## config.mk

```make
export PLATFORM = sky130hd
export DESIGN_NAME = huff_ctrl
export DESIGN_NICKNAME = d
export VERILOG_FILES = /design/src/sv/huff_pkg.sv /design/src/sv/huff_ctrl.sv
export SDC_FILE = /design/constraint.sdc
export NUM_CORES = 1
export LEC_CHECK = 0
export BUFFER_PORTS_ARGS = -buffer_cell sky130_fd_sc_hd__buf_2
export CAP_MARGIN = 5
export CORE_MARGIN = 5
export CORE_UTILIZATION = 49
export CTS_CLUSTER_SIZE = 20
export DETAILED_ROUTE_END_ITERATION = 10
export HOLD_SLACK_MARGIN = 0.03
export PLACE_DENSITY = 0.78
export SYNTH_ARGS = -nofsm -noshare
export SYNTH_HDL_FRONTEND = slang
export SYNTH_SLANG_ARGS = --single-unit
```

## constraint.sdc

```tcl
create_clock -name clk -period 1.66 [get_ports clk]
set_clock_uncertainty 0.2 [all_clocks]
set_input_delay 0.249 -clock clk [delete_from_list [all_inputs] [get_ports clk]]
set_output_delay 0.249 -clock clk [all_outputs]
set_load 0.005 [all_outputs]
```

## src/sv/huff_pkg.sv

```systemverilog
// shared types, codes and sizes for the huffman build, encode and decode block
package huff_pkg;

	localparam int ALPHA   = 128;
	localparam int SYM_W   = 7;
	localparam int NODE_W  = 8;
	localparam int NPOOL   = 255;
	localparam int MAXLEN  = 32;
	localparam int CODE_W  = 32;
	localparam int LEN_W   = 6;
	localparam int CNT_W   = 16;
	localparam int WT_W    = 24;
	localparam int HEAP_D  = ALPHA + 1;
	localparam int STK_D   = 256;
	localparam int DIST_W  = 8;
	localparam int OP_W    = 6;

	localparam logic [2:0] CMD_COUNT  = 3'd0;
	localparam logic [2:0] CMD_BUILD  = 3'd1;
	localparam logic [2:0] CMD_ENCODE = 3'd2;
	localparam logic [2:0] CMD_DECODE = 3'd3;
	localparam logic [2:0] CMD_CLEAR  = 3'd4;

	localparam logic [2:0] ST_OK         = 3'd0;
	localparam logic [2:0] ST_UNKNOWN    = 3'd1;
	localparam logic [2:0] ST_FEW        = 3'd2;
	localparam logic [2:0] ST_INCOMPLETE = 3'd3;
	localparam logic [2:0] ST_TOO_LONG   = 3'd4;
	localparam logic [2:0] ST_NOT_BUILT  = 3'd5;

	localparam logic [OP_W-1:0] OP_IDLE     = 6'd0;
	localparam logic [OP_W-1:0] OP_DISP     = 6'd1;
	localparam logic [OP_W-1:0] OP_CLR      = 6'd2;
	localparam logic [OP_W-1:0] OP_CNT_RD   = 6'd3;
	localparam logic [OP_W-1:0] OP_CNT_WR   = 6'd4;
	localparam logic [OP_W-1:0] OP_SCAN_RD  = 6'd5;
	localparam logic [OP_W-1:0] OP_SCAN_CHK = 6'd6;
	localparam logic [OP_W-1:0] OP_SCAN_END = 6'd7;
	localparam logic [OP_W-1:0] OP_LEAF_RD  = 6'd8;
	localparam logic [OP_W-1:0] OP_LEAF_CHK = 6'd9;
	localparam logic [OP_W-1:0] OP_PSH_INIT = 6'd10;
	localparam logic [OP_W-1:0] OP_PSH_CHK  = 6'd11;
	localparam logic [OP_W-1:0] OP_PSH_WRD  = 6'd12;
	localparam logic [OP_W-1:0] OP_PSH_CMP  = 6'd13;
	localparam logic [OP_W-1:0] OP_PSH_FIN  = 6'd14;
	localparam logic [OP_W-1:0] OP_POP_TOP  = 6'd15;
	localparam logic [OP_W-1:0] OP_POP_TOPD = 6'd16;
	localparam logic [OP_W-1:0] OP_POP_CHK  = 6'd17;
	localparam logic [OP_W-1:0] OP_POP_L    = 6'd18;
	localparam logic [OP_W-1:0] OP_POP_L2   = 6'd19;
	localparam logic [OP_W-1:0] OP_POP_R    = 6'd20;
	localparam logic [OP_W-1:0] OP_POP_LAST = 6'd21;
	localparam logic [OP_W-1:0] OP_MRG_WA   = 6'd22;
	localparam logic [OP_W-1:0] OP_MRG_WB   = 6'd23;
	localparam logic [OP_W-1:0] OP_MRG_NEW  = 6'd24;
	localparam logic [OP_W-1:0] OP_WLK_INIT = 6'd25;
	localparam logic [OP_W-1:0] OP_WLK_POP  = 6'd26;
	localparam logic [OP_W-1:0] OP_WLK_RD   = 6'd27;
	localparam logic [OP_W-1:0] OP_WLK_CHK  = 6'd28;
	localparam logic [OP_W-1:0] OP_WLK_PSHL = 6'd29;
	localparam logic [OP_W-1:0] OP_ENC_RD   = 6'd30;
	localparam logic [OP_W-1:0] OP_ENC      = 6'd31;
	localparam logic [OP_W-1:0] OP_DEC_RD   = 6'd32;
	localparam logic [OP_W-1:0] OP_DEC_CH   = 6'd33;
	localparam logic [OP_W-1:0] OP_DEC      = 6'd34;
	localparam logic [OP_W-1:0] OP_OUT      = 6'd35;

	typedef struct packed {
		logic [2:0]       command;
		logic [SYM_W-1:0] symbol;
		logic             bit_req;
		logic             last;
	} req_t;

	typedef struct packed {
		logic [2:0]        status;
		logic [SYM_W-1:0]  symbol_out;
		logic              symbol_valid;
		logic [CODE_W-1:0] code_bits;
		logic [LEN_W-1:0]  code_length;
		logic [DIST_W-1:0] distinct_symbols;
	} rsp_t;

	typedef struct packed {
		logic [NODE_W-1:0] node;
		logic [CODE_W-1:0] bits;
		logic [LEN_W-1:0]  len;
	} stk_ent_t;

	typedef struct packed {
		logic [OP_W-1:0] op;
		logic            second;
	} huff_cmd_t;

	typedef struct packed {
		logic [2:0] cmd;
		logic       built;
		logic       last_sym;
		logic       cnt_nz;
		logic       few;
		logic       hs_gt1;
		logic       j_zero;
		logic       w_le;
		logic       l_ge;
		logic       r_in;
		logic       sp_zero;
		logic       is_leaf;
		logic       too_long;
		logic       out_free;
	} huff_stat_t;

endpackage

```

## src/sv/huff_ctrl.sv

```systemverilog
// sequencer that steps the datapath through count, build, encode, decode and clear
module huff_ctrl
	import huff_pkg::*;
(
	input  logic       clk,
	input  logic       arst_n,
	input  logic       req_valid,
	input  huff_stat_t st,
	output huff_cmd_t  ctl
);

	logic [OP_W-1:0] state_q, state_nxt;
	logic            second_q;
	logic            clr_cmd_q;
	logic            merge_q;

	always_comb begin
		state_nxt = state_q;
		unique case (state_q)
			OP_IDLE:     if (req_valid) state_nxt = OP_DISP;
			OP_DISP: begin
				unique case (st.cmd)
					CMD_COUNT:  state_nxt = OP_CNT_RD;
					CMD_BUILD:  state_nxt = OP_SCAN_RD;
					CMD_ENCODE: state_nxt = st.built ? OP_ENC_RD : OP_OUT;
					CMD_DECODE: state_nxt = st.built ? OP_DEC_RD : OP_OUT;
					CMD_CLEAR:  state_nxt = OP_CLR;
					default:    state_nxt = OP_OUT;
				endcase
			end
			OP_CLR:      if (st.last_sym) state_nxt = clr_cmd_q ? OP_OUT : OP_IDLE;
			OP_CNT_RD:   state_nxt = OP_CNT_WR;
			OP_CNT_WR:   state_nxt = OP_OUT;
			OP_SCAN_RD:  state_nxt = OP_SCAN_CHK;
			OP_SCAN_CHK: state_nxt = st.last_sym ? OP_SCAN_END : OP_SCAN_RD;
			OP_SCAN_END: state_nxt = st.few ? OP_OUT : OP_LEAF_RD;
			OP_LEAF_RD:  state_nxt = OP_LEAF_CHK;
			OP_LEAF_CHK: begin
				if (st.cnt_nz) state_nxt = OP_PSH_INIT;
				else state_nxt = st.last_sym ? OP_POP_TOP : OP_LEAF_RD;
			end
			OP_PSH_INIT: state_nxt = OP_PSH_CHK;
			OP_PSH_CHK:  state_nxt = st.j_zero ? OP_PSH_FIN : OP_PSH_WRD;
			OP_PSH_WRD:  state_nxt = OP_PSH_CMP;
			OP_PSH_CMP:  state_nxt = st.w_le ? OP_PSH_FIN : OP_PSH_CHK;
			OP_PSH_FIN: begin
				if (merge_q) state_nxt = st.hs_gt1 ? OP_POP_TOP : OP_WLK_INIT;
				else state_nxt = st.last_sym ? OP_POP_TOP : OP_LEAF_RD;
			end
			OP_POP_TOP:  state_nxt = OP_POP_TOPD;
			OP_POP_TOPD: state_nxt = OP_POP_CHK;
			OP_POP_CHK:  state_nxt = st.l_ge ? OP_POP_LAST : OP_POP_L;
			OP_POP_L:    state_nxt = OP_POP_L2;
			OP_POP_L2:   state_nxt = st.r_in ? OP_POP_R : OP_POP_CHK;
			OP_POP_R:    state_nxt = OP_POP_CHK;
			OP_POP_LAST: state_nxt = second_q ? OP_MRG_WA : OP_POP_TOP;
			OP_MRG_WA:   state_nxt = OP_MRG_WB;
			OP_MRG_WB:   state_nxt = OP_MRG_NEW;
			OP_MRG_NEW:  state_nxt = OP_PSH_INIT;
			OP_WLK_INIT: state_nxt = OP_WLK_POP;
			OP_WLK_POP:  state_nxt = st.sp_zero ? OP_OUT : OP_WLK_RD;
			OP_WLK_RD:   state_nxt = OP_WLK_CHK;
			OP_WLK_CHK: begin
				if (st.is_leaf) state_nxt = OP_WLK_POP;
				else state_nxt = st.too_long ? OP_OUT : OP_WLK_PSHL;
			end
			OP_WLK_PSHL: state_nxt = OP_WLK_POP;
			OP_ENC_RD:   state_nxt = OP_ENC;
			OP_ENC:      state_nxt = OP_OUT;
			OP_DEC_RD:   state_nxt = OP_DEC_CH;
			OP_DEC_CH:   state_nxt = OP_DEC;
			OP_DEC:      state_nxt = OP_OUT;
			OP_OUT:      if (st.out_free) state_nxt = OP_IDLE;
			default:     state_nxt = OP_IDLE;
		endcase
	end

	always_ff @(posedge clk or negedge arst_n) begin
		if (!arst_n) begin
			state_q   <= OP_CLR;
			second_q  <= 1'b0;
			clr_cmd_q <= 1'b0;
			merge_q   <= 1'b0;
		end else begin
			state_q <= state_nxt;
			if (state_q == OP_IDLE) clr_cmd_q <= 1'b0;
			if (state_q == OP_DISP && st.cmd == CMD_CLEAR) clr_cmd_q <= 1'b1;
			if (state_q == OP_SCAN_END) merge_q <= 1'b0;
			if (state_q == OP_MRG_NEW) merge_q <= 1'b1;
			if (state_q == OP_POP_LAST) second_q <= !second_q;
		end
	end

	assign ctl.op     = state_q;
	assign ctl.second = second_q;

endmodule

```

==> impl_metrics.csv <==
group,metric,value,unit
routing,dr.pass1.iters,6,
logic_synthesis,synth_area_leaders,"dfrtp_1 (17%), nor2_1 (5.5%), nand2_1 (5.2%)",
floorplan,die_x,58.6,um
logic_synthesis,syn-num-nets,182,
routing,detail-route-antenna-nets,0,
clock_tree,h-tree-depth,1,
timing,rsz0062_at_grt,"true",
logic_synthesis,netlist-cell-type-count,51,
min_path,whs_path_depth,2,
placed_design,dp_cells,247,
power,peakVddDrop,1280,uV
timing,setup_violations,9,
floorplan,core,2230,um2
global_routing,grt_overflow,0,
logic_synthesis,synth-seq-area-share,0.196,
timing,tightest_slew,0.391,ns
timing,hold_viol,0,
floorplan,dieArea,3430,um2
outcome,outcome,"finished, violations left",
critical_path,worstPathArrival,1.97,ns
placed_design,dp_hpwl,3690,um
layout,design_area,1900,um2
routing,vias_per_cell,7.06,
logic_synthesis,yosysTopAreaCell,"dfrtp_1",
layout,antenna_cells,0,
critical_path,endpoint_kind,"flop",
routing,num_vias,1850,
critical_path,path_max_fanout,7,
logic_synthesis,synth.most_common_cell,"nor2_1",
logic_synthesis,synthTopCellsByCount,"nor2_1 (17), nand2_1 (16), a21oi_1 (9), nand2b_1 (9)",
global_routing,antenna_found_initial,0,
timing,fmax,490,MHz
timing,period_needed,2.04,ns
floorplan,die_h,58.6,um
clock_tree,cts_buffer_depth,2,
placed_design,port_buffers,25,
logic_synthesis,synth.avg_cell_area,7.09,um2
routing,wl_per_cell,23.6,um
global_routing,grt_pass1_wl,8050,um
critical_path,crit_chain,"buf_6 > nor3b_2 > o21ai_1 > o311ai_2 > nor4_2 > a41oi_2",
placed_design,globalplace.congestion,1.02,
floorplan,num_rows,17,
logic_synthesis,yosys.area.top_type_share,0.173,
clock_tree,clock_sinks,9,
critical_path,cp_slowest_cell,"dfstp_2",
outcome,violations,"negative setup slack",
clock_tree,cts_tree,"done",
clock_tree,cts-root-buf,"clkbuf_4",
logic_synthesis,async_flop_share,1.00,
timing,slew_violations,0,
critical_path,path_class,"reg2reg",
critical_path,max_stage_delay,0.64,ns
placed_design,place_area,1580,um2
critical_path,critPathLaunchType,"flop",
power,p_leak,0.000842,uW
critical_path,cp.required,1.59,ns
global_routing,grt_usage,0.311,
global_routing,grt_pass1_vias,1639,
timing,tns,-1.93,ns
logic_synthesis,synth_cells,163,
layout,finalNetCount,254,
layout,stdcell_count,262,
layout,post-route-util,0.850,
power,cellPowerDensity,1870,nW/um2
timing,finalWorstSetupSlack,-0.380,ns
logic_synthesis,dominantRegCellSynth,"dfrtp_1",
timing,slew_headroom,0.739,
logic_synthesis,netlist_area,1160,um2
logic_synthesis,yosysWarnings,0,
routing,drt_iter0_drc,311,
logic_synthesis,synth_edf_count,0,
clock_tree,clk_pin_slew,0.08,ns
global_routing,grt_max_degree,14,
layout,drive_above_1_share,0.530,
logic_synthesis,ys_ff_latch,9,
layout,syn_to_final_growth,64.3,%
timing,period_share,1.23,
routing,remaining_drc_errors,0,
floorplan,io_pins,26,
floorplan,initial_utilization,0.518,
job,max_cap_violations,0,
clock_tree,cts_buffers,3,
min_path,hold_class,"in2reg",
clock_tree,clk-insertion-delay-late,0.27,ns
routing,wl,6200,um
critical_path,rr_worst_depth,6,
layout by cell type, fill, tap and decap left out, types with 3 or more instances in the layout:
| cell type | instances |
|---|---|
| dfrtp_2 | 4 |
| nand2_1 | 14 |
| nand3_2 | 3 |
| inv_1 | 6 |
| nor2b_1 | 4 |
| a31oi_1 | 3 |
| nand4_1 | 5 |
| buf_4 | 47 |
| o32a_1 | 3 |
| nand2b_1 | 7 |
| nor3_1 | 3 |
| o21ai_0 | 6 |
| clkbuf_4 | 3 |
| a21oi_1 | 8 |
| nor3_2 | 4 |
| buf_2 | 25 |
| o21a_1 | 3 |
| dfrtp_1 | 4 |
| buf_6 | 7 |
| nor2_1 | 15 |
stage by stage:
step	setup WS [ns]	total power, uW	hold WS, ns
2_1_floorplan	-0.169	1610	-0.247
3_3_place_gp	-0.274	2460	-0.0856
3_5_place_dp	-0.298	2530	-0.0863
4_1_cts	-0.212	3030	0.0683
5_1_grt	-0.458	3680	0.130
6_report	-0.380	3550	0.117
layout make-up:
cell class	instances	area (um2)
multi-input combinational	135	1020
tap	28	35.0
fill	133	334
timing repair buffer	80	567
clock buffer	4	26.3
inverter	6	22.5
sequential	9	231
cell families after synthesis:
kind of cell | Yosys count | synth area share
and+or+nand+nor | 81 | 0.369
buffers and inverters | 19 | 0.0822
AOI/OAI and AO/OA | 52 | 0.334
muxes | 2 | 0.0184
DFF | 9 | 0.196
path summary, 6_finish.rpt:
check,start,end,slack [ns]
worst max register to register,state_q[1],state_q[0],-0.38
min in group asynchronous,arst_n,merge_q,0.16
max in group asynchronous,arst_n,state_q[1],0.85
worst min-delay path,st[15],state_q[2],0.12
worst max-delay path,state_q[1],state_q[0],-0.38
worst min register to register,clr_cmd_q,clr_cmd_q,0.37
per-layer routing:
| layer | vias up | global-route usage | wire [um] |
|---|---|---|---|
| li1 | 760 | - | - |
| met1 | 836 | 0.389 | 2170 |
| met2 | 196 | 0.498 | 2760 |
| met3 | 58 | 0.0548 | 767 |
| met4 | 0 | 0.184 | 493 |
| met5 | - | 0 | 0 |
worst max-delay path, delay by kind of cell, from the launching register on:
family          cells  cell delay (ns)
flops               1             0.64
compound gates      3             0.54
simple gates        2             0.37
buf+inv             1             0.15
timing repair:
item | in CTS | in global routing
hold buffers | 1 | 0
buffers inserted | 4 | 6
pin swaps | 8 | 11
endpoints found under the setup margin | 9 | 10
endpoints found under the hold margin | 9 | 0
gates resized for setup | 24 | 21
power breakdown:
part / switching [uW] / internal, uW / leakage, uW
registers: 150 / 331 / 0.000111
clock network: 92.7 / 93.0 / 0.0000150
logic: 1490 / 1400 / 0.000715
flip-flops by register name (all words and copies together) (netlist names):
| name | count |
|---|---|
| state_q | 6 |
| clr_cmd_q | 1 |
| second_q | 1 |
| merge_q | 1 |
Note: power is estimated with default switching activity, not from simulation.
